`src/hw/rtl/pcl_pkg.sv`:
```
`timescale 1ns / 1ps
// ----------------------------------------------------------------------------
// pcl_pkg: shared types and constants of the PI current loop
// Register map, sequencer states, multiplier widths and fixed-point limits.
// ----------------------------------------------------------------------------
package pcl_pkg;

  localparam int unsigned AddrW = 4;
  localparam int unsigned DataW = 32;

  localparam logic [1:0] RegPropGain  = 2'd0;
  localparam logic [1:0] RegIntegGain = 2'd1;
  localparam logic [1:0] RegPwmPeriod = 2'd2;

  localparam logic [15:0] PropGainRst  = 16'd1311;
  localparam logic [15:0] IntegGainRst = 16'd1180;
  localparam logic [15:0] PwmPeriodRst = 16'd50000;

  localparam int unsigned MulAW = 33;
  localparam int unsigned MulBW = 19;
  localparam int unsigned MulPW = MulAW + MulBW;

  // floor(2^24 / 100); the quotient estimate is low by at most one.
  localparam logic [MulBW-1:0] RecipDiv100 = 19'd167772;
  localparam logic [MulBW-1:0] Hundred     = 19'd100;

  typedef struct packed {
    logic [15:0] prop_gain;
    logic [15:0] integ_gain;
    logic [15:0] pwm_period;
  } cfg_t;

  typedef enum logic [7:0] {
    ST_IDLE  = 8'b0000_0001,
    ST_ACC   = 8'b0000_0010,
    ST_IMUL  = 8'b0000_0100,
    ST_PMUL  = 8'b0000_1000,
    ST_SUM   = 8'b0001_0000,
    ST_PWMUL = 8'b0010_0000,
    ST_QMUL  = 8'b0100_0000,
    ST_RMUL  = 8'b1000_0000
  } state_e;

endpackage

```
`src/hw/rtl/pcl_apb_regs.sv`:
```
`timescale 1ns / 1ps
// ----------------------------------------------------------------------------
// pcl_apb_regs: configuration register file
// Holds the two loop gains and the PWM period behind an APB-style port.
// ----------------------------------------------------------------------------
module pcl_apb_regs (
  input  logic                       clk_i,
  input  logic                       rst_ni,
  input  logic                       psel,
  input  logic                       penable,
  input  logic                       pwrite,
  input  logic [pcl_pkg::AddrW-1:0]  paddr,
  input  logic [pcl_pkg::DataW-1:0]  pwdata,
  output logic [pcl_pkg::DataW-1:0]  prdata,
  output logic                       pready,
  output pcl_pkg::cfg_t              cfg_o
);
  import pcl_pkg::*;

  cfg_t cfg_q;
  logic wr_en;

  assign pready = 1'b1;
  assign wr_en  = psel & penable & pwrite;
  assign cfg_o  = cfg_q;

  always_ff @(posedge clk_i or negedge rst_ni) begin
    if (!rst_ni) begin
      cfg_q.prop_gain  <= PropGainRst;
      cfg_q.integ_gain <= IntegGainRst;
      cfg_q.pwm_period <= PwmPeriodRst;
    end else if (wr_en) begin
      unique case (paddr[3:2])
        RegPropGain:  cfg_q.prop_gain  <= pwdata[15:0];
        RegIntegGain: cfg_q.integ_gain <= pwdata[15:0];
        RegPwmPeriod: cfg_q.pwm_period <= pwdata[15:0];
        default: ;
      endcase
    end
  end

  always_comb begin
    unique case (paddr[3:2])
      RegPropGain:  prdata = {16'd0, cfg_q.prop_gain};
      RegIntegGain: prdata = {16'd0, cfg_q.integ_gain};
      RegPwmPeriod: prdata = {16'd0, cfg_q.pwm_period};
      default:      prdata = '0;
    endcase
  end

endmodule

```
`src/hw/rtl/pcl_mul.sv`:
```
`timescale 1ns / 1ps
// ----------------------------------------------------------------------------
// pcl_mul: shared signed multiplier
// One signed product per cycle for the multiply steps of the control update.
// ----------------------------------------------------------------------------
module pcl_mul (
  input  logic signed [pcl_pkg::MulAW-1:0] a_i,
  input  logic signed [pcl_pkg::MulBW-1:0] b_i,
  output logic signed [pcl_pkg::MulPW-1:0] p_o
);
  import pcl_pkg::*;

  assign p_o = MulPW'(a_i) * MulPW'(b_i);

endmodule

```
`src/hw/rtl/pcl_seq.sv`:
```
`timescale 1ns / 1ps
// ----------------------------------------------------------------------------
// pcl_seq: control update sequencer and datapath
// Steps one tick through the shared multiplier and holds the integral state.
// ----------------------------------------------------------------------------
module pcl_seq (
  input  logic                clk_i,
  input  logic                rst_ni,
  input  pcl_pkg::cfg_t       cfg_i,
  input  logic                in_valid_i,
  output logic                in_ready_o,
  input  logic signed [15:0]  ref_current_ma_i,
  input  logic signed [15:0]  meas_current_ma_i,
  input  logic signed [15:0]  feedforward_i,
  input  logic                profile_positive_i,
  output logic                out_valid_o,
  input  logic                out_ready_i,
  output logic [15:0]         pulse_width_o,
  output logic                drive_forward_o
);
  import pcl_pkg::*;

  localparam logic signed [MulPW-1:0] IntLimPos = 52'sd655360;
  localparam logic signed [MulPW-1:0] IntLimNeg = -52'sd655360;
  localparam logic signed [26:0]      FullPos   = 27'sd25600;
  localparam logic signed [26:0]      FullNeg   = -27'sd25600;

  state_e state_q, state_d;

  logic signed [31:0] acc_q;
  logic signed [16:0] err_q;
  logic signed [16:0] ff_q;
  logic               dir_q;
  logic signed [12:0] iterm_q;
  logic signed [25:0] pterm_q;
  logic [14:0]        mag_q;
  logic [22:0]        y_q;
  logic [15:0]        q_q;
  logic               out_valid_q;
  logic [15:0]        pw_q;
  logic               fwd_q;

  logic signed [MulAW-1:0] mul_a;
  logic signed [MulBW-1:0] mul_b;
  logic signed [MulPW-1:0] mul_p;

  logic signed [32:0] acc_sum;
  logic signed [26:0] u_sum;
  logic signed [26:0] u_clamp;
  logic [23:0]        rem;
  logic               load_out;

  pcl_mul u_mul (
    .a_i (mul_a),
    .b_i (mul_b),
    .p_o (mul_p)
  );

  assign in_ready_o      = (state_q == ST_IDLE);
  assign out_valid_o     = out_valid_q;
  assign pulse_width_o   = pw_q;
  assign drive_forward_o = fwd_q;

  assign acc_sum  = 33'(acc_q) + 33'(err_q);
  assign u_sum    = 27'(pterm_q) + 27'(iterm_q) + 27'(ff_q);
  assign rem      = {1'b0, y_q} - mul_p[23:0];
  assign load_out = (state_q == ST_RMUL) && (!out_valid_q || out_ready_i);

  always_comb begin
    if (u_sum > FullPos) begin
      u_clamp = FullPos;
    end else if (u_sum < FullNeg) begin
      u_clamp = FullNeg;
    end else begin
      u_clamp = u_sum;
    end
  end

  always_comb begin
    unique case (state_q)
      ST_IMUL: begin
        mul_a = {acc_q[31], acc_q};
        mul_b = {3'b000, cfg_i.integ_gain};
      end
      ST_PMUL: begin
        mul_a = 33'(err_q);
        mul_b = {3'b000, cfg_i.prop_gain};
      end
      ST_PWMUL: begin
        mul_a = {18'd0, mag_q};
        mul_b = {3'b000, cfg_i.pwm_period};
      end
      ST_QMUL: begin
        mul_a = {10'd0, y_q};
        mul_b = RecipDiv100;
      end
      ST_RMUL: begin
        mul_a = {17'd0, q_q};
        mul_b = Hundred;
      end
      default: begin
        mul_a = '0;
        mul_b = '0;
      end
    endcase
  end

  always_comb begin
    state_d = state_q;
    unique case (state_q)
      ST_IDLE:  if (in_valid_i) state_d = ST_ACC;
      ST_ACC:   state_d = ST_IMUL;
      ST_IMUL:  state_d = ST_PMUL;
      ST_PMUL:  state_d = ST_SUM;
      ST_SUM:   state_d = ST_PWMUL;
      ST_PWMUL: state_d = ST_QMUL;
      ST_QMUL:  state_d = ST_RMUL;
      ST_RMUL:  if (load_out) state_d = ST_IDLE;
      default:  state_d = ST_IDLE;
    endcase
  end

  always_ff @(posedge clk_i or negedge rst_ni) begin
    if (!rst_ni) begin
      state_q     <= ST_IDLE;
      acc_q       <= '0;
      out_valid_q <= 1'b0;
    end else begin
      state_q <= state_d;
      if (state_q == ST_ACC) begin
        if (acc_sum[32] != acc_sum[31]) begin
          acc_q <= acc_sum[32] ? {1'b1, 31'd0} : {1'b0, {31{1'b1}}};
        end else begin
          acc_q <= acc_sum[31:0];
        end
      end
      if (load_out) begin
        out_valid_q <= 1'b1;
      end else if (out_ready_i) begin
        out_valid_q <= 1'b0;
      end
    end
  end

  always_ff @(posedge clk_i) begin
    unique case (state_q)
      ST_IDLE: begin
        if (in_valid_i) begin
          err_q <= 17'(ref_current_ma_i) - 17'(meas_current_ma_i);
          ff_q  <= profile_positive_i ? 17'(feedforward_i) : -17'(feedforward_i);
          dir_q <= profile_positive_i;
        end
      end
      ST_IMUL: begin
        if (mul_p > IntLimPos) begin
          iterm_q <= 13'sd2560;
        end else if (mul_p < IntLimNeg) begin
          iterm_q <= -13'sd2560;
        end else begin
          iterm_q <= mul_p[20:8];
        end
      end
      ST_PMUL:  pterm_q <= mul_p[33:8];
      ST_SUM:   mag_q <= u_clamp[26] ? 15'(-u_clamp) : 15'(u_clamp);
      ST_PWMUL: y_q <= mul_p[30:8];
      ST_QMUL:  q_q <= mul_p[39:24];
      ST_RMUL: begin
        if (load_out) begin
          pw_q  <= (rem >= 24'd100) ? q_q + 16'd1 : q_q;
          fwd_q <= dir_q;
        end
      end
      default: ;
    endcase
  end

endmodule

```
`src/hw/rtl/pi_current_loop_pwm_core.sv`:
```
`timescale 1ns / 1ps
// ----------------------------------------------------------------------------
// pi_current_loop_pwm_core: PI current loop with PWM output
// Top level: configuration registers, update sequencer and shared multiplier.
// ----------------------------------------------------------------------------
// Each input beat carries the commanded and measured current in mA, a Q8
// percent feedforward term and the sign of the acceleration profile. Each
// beat produces one output beat holding the PWM high time in timer ticks and
// the drive direction. Both channels use a valid/ready handshake.
// An accepted beat is worked through seven steps on a single 33 by 19 bit
// multiplier, which is used five times per update; the result is registered
// in the last step, and the next beat is taken only after the update ends.
// Input ready is high only while the sequencer is idle. The result sits in
// an output register, so the next beat may be accepted while it waits; if
// the receiver stalls, the following update holds in its last step until
// the output register is free.
// Reset clears the integral accumulator and restores the register defaults:
// proportional gain 1311, integral gain 1180 and period 50000 ticks.
// Registers sit at byte addresses 0, 4 and 8; pready is always high.
// ----------------------------------------------------------------------------
module pi_current_loop_pwm_core (
  input  logic                       clk_i,
  input  logic                       rst_ni,
  input  logic                       psel,
  input  logic                       penable,
  input  logic                       pwrite,
  input  logic [pcl_pkg::AddrW-1:0]  paddr,
  input  logic [pcl_pkg::DataW-1:0]  pwdata,
  output logic [pcl_pkg::DataW-1:0]  prdata,
  output logic                       pready,
  input  logic                       in_valid_i,
  output logic                       in_ready_o,
  input  logic signed [15:0]         ref_current_ma_i,
  input  logic signed [15:0]         meas_current_ma_i,
  input  logic signed [15:0]         feedforward_i,
  input  logic                       profile_positive_i,
  output logic                       out_valid_o,
  input  logic                       out_ready_i,
  output logic [15:0]                pulse_width_o,
  output logic                       drive_forward_o
);
  import pcl_pkg::*;

  cfg_t cfg;

  pcl_apb_regs u_regs (
    .clk_i   (clk_i),
    .rst_ni  (rst_ni),
    .psel    (psel),
    .penable (penable),
    .pwrite  (pwrite),
    .paddr   (paddr),
    .pwdata  (pwdata),
    .prdata  (prdata),
    .pready  (pready),
    .cfg_o   (cfg)
  );

  pcl_seq u_seq (
    .clk_i              (clk_i),
    .rst_ni             (rst_ni),
    .cfg_i              (cfg),
    .in_valid_i         (in_valid_i),
    .in_ready_o         (in_ready_o),
    .ref_current_ma_i   (ref_current_ma_i),
    .meas_current_ma_i  (meas_current_ma_i),
    .feedforward_i      (feedforward_i),
    .profile_positive_i (profile_positive_i),
    .out_valid_o        (out_valid_o),
    .out_ready_i        (out_ready_i),
    .pulse_width_o      (pulse_width_o),
    .drive_forward_o    (drive_forward_o)
  );

endmodule
```
`config.mk`:
```
export PLATFORM = sky130hd
export DESIGN_NAME = pi_current_loop_pwm_core
export DESIGN_NICKNAME = d
export VERILOG_FILES = /design/src/hw/rtl/pcl_pkg.sv /design/src/hw/rtl/pcl_apb_regs.sv /design/src/hw/rtl/pcl_mul.sv /design/src/hw/rtl/pcl_seq.sv /design/src/hw/rtl/pi_current_loop_pwm_core.sv
export SDC_FILE = /design/constraint.sdc
export NUM_CORES = 2
export LEC_CHECK = 0
export BUFFER_PORTS_ARGS = -buffer_cell sky130_fd_sc_hd__buf_4
export CORE_ASPECT_RATIO = 0.8
export CORE_MARGIN = 2
export CORE_UTILIZATION = 40
export CTS_CLUSTER_DIAMETER = 60
export DETAILED_ROUTE_END_ITERATION = 8
export GPL_TIMING_DRIVEN = 0
export PLACE_DENSITY = 0.61
export SYNTH_ARGS = -nofsm -noshare
export SYNTH_HDL_FRONTEND = slang
export SYNTH_SLANG_ARGS = --single-unit
```
`constraint.sdc`:
```
create_clock -name clk_i -period 22.8 [get_ports clk_i]
set_input_delay 1.14 -clock clk_i [delete_from_list [all_inputs] [get_ports clk_i]]
set_output_delay 1.14 -clock clk_i [all_outputs]
set_load 0.02 [all_outputs]
```
==> flow_summary.yaml <==
outcome:
  outcome: "finished with violations"
  violations: "capacitance limit"
worst_hold_path:
  hold_class: "reg2reg"
  whs_path_depth: 0
critical_path:
  cp_slowest_cell: "nor4b_1"
  path_class: "reg2reg"
  end_kind: "register"
  slowest_delay_ns: 0.86
  cp_common_cell: "inv_1"
  cp_max_fo: 10
  worstPathRequired_ns: 23.06
  start_kind: "register"
  cp.arrival_ns: 14.99
  reg2reg_depth: 40
timing:
  setup_tns_ns: 0
  rsz0062_at_grt: "false"
  slew_headroom: 0.01333
  setup_viol: 0
  drv_slew: 0
  skew_ns: 0.03214
  post-route-period-util: 0.6461
  finalHoldViolCount: 0
  fin_crit_ns: 14.73
  fmax_ghz: 0.06789
  worstMarginPinSlew_ns: 1.471
logic_synthesis:
  syn_area_per_cell_um2: 8.929
  async_reset_ff_frac: 0.3803
  synthCells: 4128
  netlist_area_um2: 36860
  synth.area.top_cells: "fa_1 (30%), edfxtp_1 (12%), inv_1 (8.0%)"
  ys_ff_latch: 234
  synth_top_family_by_area: "adder cells"
  synth-adder-area-share: 0.3816
  synth_mux_area_frac: 0.02526
  synth-simple-area-share: 0.1550
  ys_warn_count: 0
  synth-xor-area-share: 0.03218
  synth_top_area_cell: "fa_1"
  synth-compound-area-share: 0.1254
  synthDistinctLibCells: 105
  yosysSeqAreaShare: 0.1792
  synth-edff-count: 145
  synth_top_area_frac: 0.3025
  synth_ff_type: "edfxtp_1"
place:
  gp_congestion: 1.023
  place_inst: 5485
  hpwlAfterDp_um: 110300
  portBuffers: 108
layout:
  instances_no_fill: 5532
  syn_to_final_growth_pct: 9.209
  antennaDiodeCount: 0
  drive_above_1_share: 0.07407
  fin_nets: 5174
detailed_routing:
  dr.pass1.iters: 8
  wirelength_um: 130500
  drc: 0
  routedWlPerCell_um: 23.59
  ant_nets: 0
  avgViaCountPerCell: 5.592
  detail_route.iter0.violations: 3295
  via_count: 30940
clock_network:
  post-cts-setup-buffers: 0
  numCtsBuffers: 25
  cts_tree: "built"
  clockRootBuffer: "clkbuf_16"
  htree_levels: 1
  hold_buffers: 0
  clk_pin_slew_worst_paths_ns: 0.06
  insertion_delay_ns: 0.58
  clkSinkCount: 234
  cts_resized: 0
  clk_path_buf_depth: 3
floorplanning:
  coreArea_um2: 91290
  dieHeight_um: 275.5
  num_rows: 99
  fp.dieW_um: 343.4
  pin_count: 144
  initial_core_util: 0.4038
  dieArea_um2: 94610
power:
  power.total_w: 0.002091
  cellLeakagePower_nw: 19.12
  powerDensity_nw_per_um2: 51.95
  peakVddDrop_uv: 76.90
run:
  cap_violations: 1
global_route:
  grt_max_degree: 90
  overflow: 0
  grt_pass1_vias: 29730
  antenna_found_initial: 8
  gr-usage-all-layers: 0.2778
  grt_pass1_wl_um: 193600
## report_power, final
group / total [W] / switching (W) / internal (W) / leakage (nW)
Clock: 0.000411 / 0.000187 / 0.000225 / 0.394
Combinational: 0.00104 / 0.000640 / 0.000398 / 16.3
Sequential: 0.000642 / 0.000105 / 0.000538 / 2.41
## worst paths after layout
path | from | end | slack (ns)
min in group asynchronous | rst_ni | u_seq.acc_q[29] | 0.74
max in group asynchronous | rst_ni | u_regs.cfg_o[17] | 21.26
min reg2reg | u_seq.dir_q | u_seq.drive_forward_o | 0.43
max | u_seq.state_q[1] | u_seq.pulse_width_o[14] | 8.07
max reg2reg | u_seq.state_q[1] | u_seq.pulse_width_o[14] | 8.07
min | u_seq.dir_q | u_seq.drive_forward_o | 0.43
## metal layers
metal / wire length, µm / vias up / GRT usage
li1: - / 13730 / -
met1: 58360 / 15540 / 0.4115
met2: 52150 / 1437 / 0.3894
met3: 13860 / 223 / 0.06522
met4: 6083 / 6 / 0.1081
met5: 34 / - / 0
## critical path, delay by kind of cell, from the launching register on
kind,cells,cell delay (ns)
adder cells (fa/ha/maj),8,3.86
AND/OR/NAND/NOR,9,3.90
flip-flops,1,0.43
XOR/XNOR,2,1.37
AO/OA/AOI/OAI,8,1.21
buffers and inverters,13,3.61
## registers in the layout (all words and copies together) (netlist names)
signal                 flops
u_seq.pterm_q             26
u_regs.cfg_o              48
u_seq.out_valid_o          1
u_seq.state_q              8
u_seq.dir_q                1
u_seq.drive_forward_o      1
u_seq.acc_q               32
u_seq.ff_q                17
u_seq.y_q                 23
u_seq.mag_q               15
u_seq.q_q                 16
u_seq.err_q               17
u_seq.iterm_q             13
u_seq.pulse_width_o       16
## stage by stage
stage	instance area, µm²	worst slack (ns)	util	hold WS [ns]
final	40250	8.069	0.4409	0.4260
after global routing	40250	7.594	0.4409	0.4534
after CTS	40250	8.444	0.4409	0.4262
after detailed placement	39450	8.513	0.4321	0.4115
after global placement	39280	8.723	0.4303	0.4026
after floorplan	36950	12.26	-	0.4003
## layout by cell type, fill, tap and decap left out, types with 13 or more instances in the layout
cell / n
a21o_1: 74
mux2_2: 53
a211o_1: 15
inv_1: 788
mux2i_1: 30
nand4_1: 30
fa_1: 557
o21ai_0: 126
nand2_1: 500
xnor2_1: 73
and3_1: 43
and2_1: 36
nor3_1: 46
nand2b_1: 35
nor2_1: 335
edfxtp_1: 145
dfrtp_1: 70
o211ai_1: 19
a211oi_1: 26
a31oi_1: 23
a22oi_1: 15
xor2_1: 54
o21bai_1: 19
dfstp_2: 19
a21oi_1: 156
o21ai_1: 21
a221oi_1: 16
or3_1: 17
buf_4: 131
nand3_1: 59
nor3b_1: 13
ha_1: 224
clkbuf_1: 142
clkbuf_16: 27
conb_1: 27
nor4_1: 24
buf_2: 13
o21a_1: 25
nor2b_1: 27
## cell families after synthesis
kind of cell    count (synthesis)
buf+inv                       965
other cells                     2
simple gates                 1239
xor+xnor                      130
fa+ha+maj                     792
mux                            85
compound gates                681
flops                         234
## cells in the mapped netlist, drive strengths merged, types with 13 or more instances
cell and n:
edfxtp 145, and3 44, a221oi 20, or3 18, and2 39, or2 14
clkbuf 139, a21o 75, nor2 335, nand2b 35, fa 557, nand4 30
nor2b 27, o21bai 19, ha 224, nor3b 13, a22oi 15, nor3 48
mux2 54, nand2 500, a211o 15, nand3 59, a31oi 24, mux2i 31
dfstp 19, o21ai 147, inv 788, a21oi 158, dfrtp 70, o211ai 20
xor2 54, nor4 29, xnor2 74, buf 38, a211oi 29, o21a 25
## layout make-up
cell class	instances	area, µm²
well taps	1212	1516
multi-input cells	2954	26670
repair buffers	121	935.9
clock buffers	35	725.7
fillers	8951	51040
inverters	788	2958
flip-flops and latches	234	6605
plain buffers	177	770.7
clock inverters	11	75.07
Note: power is estimated with default switching activity, not from simulation.
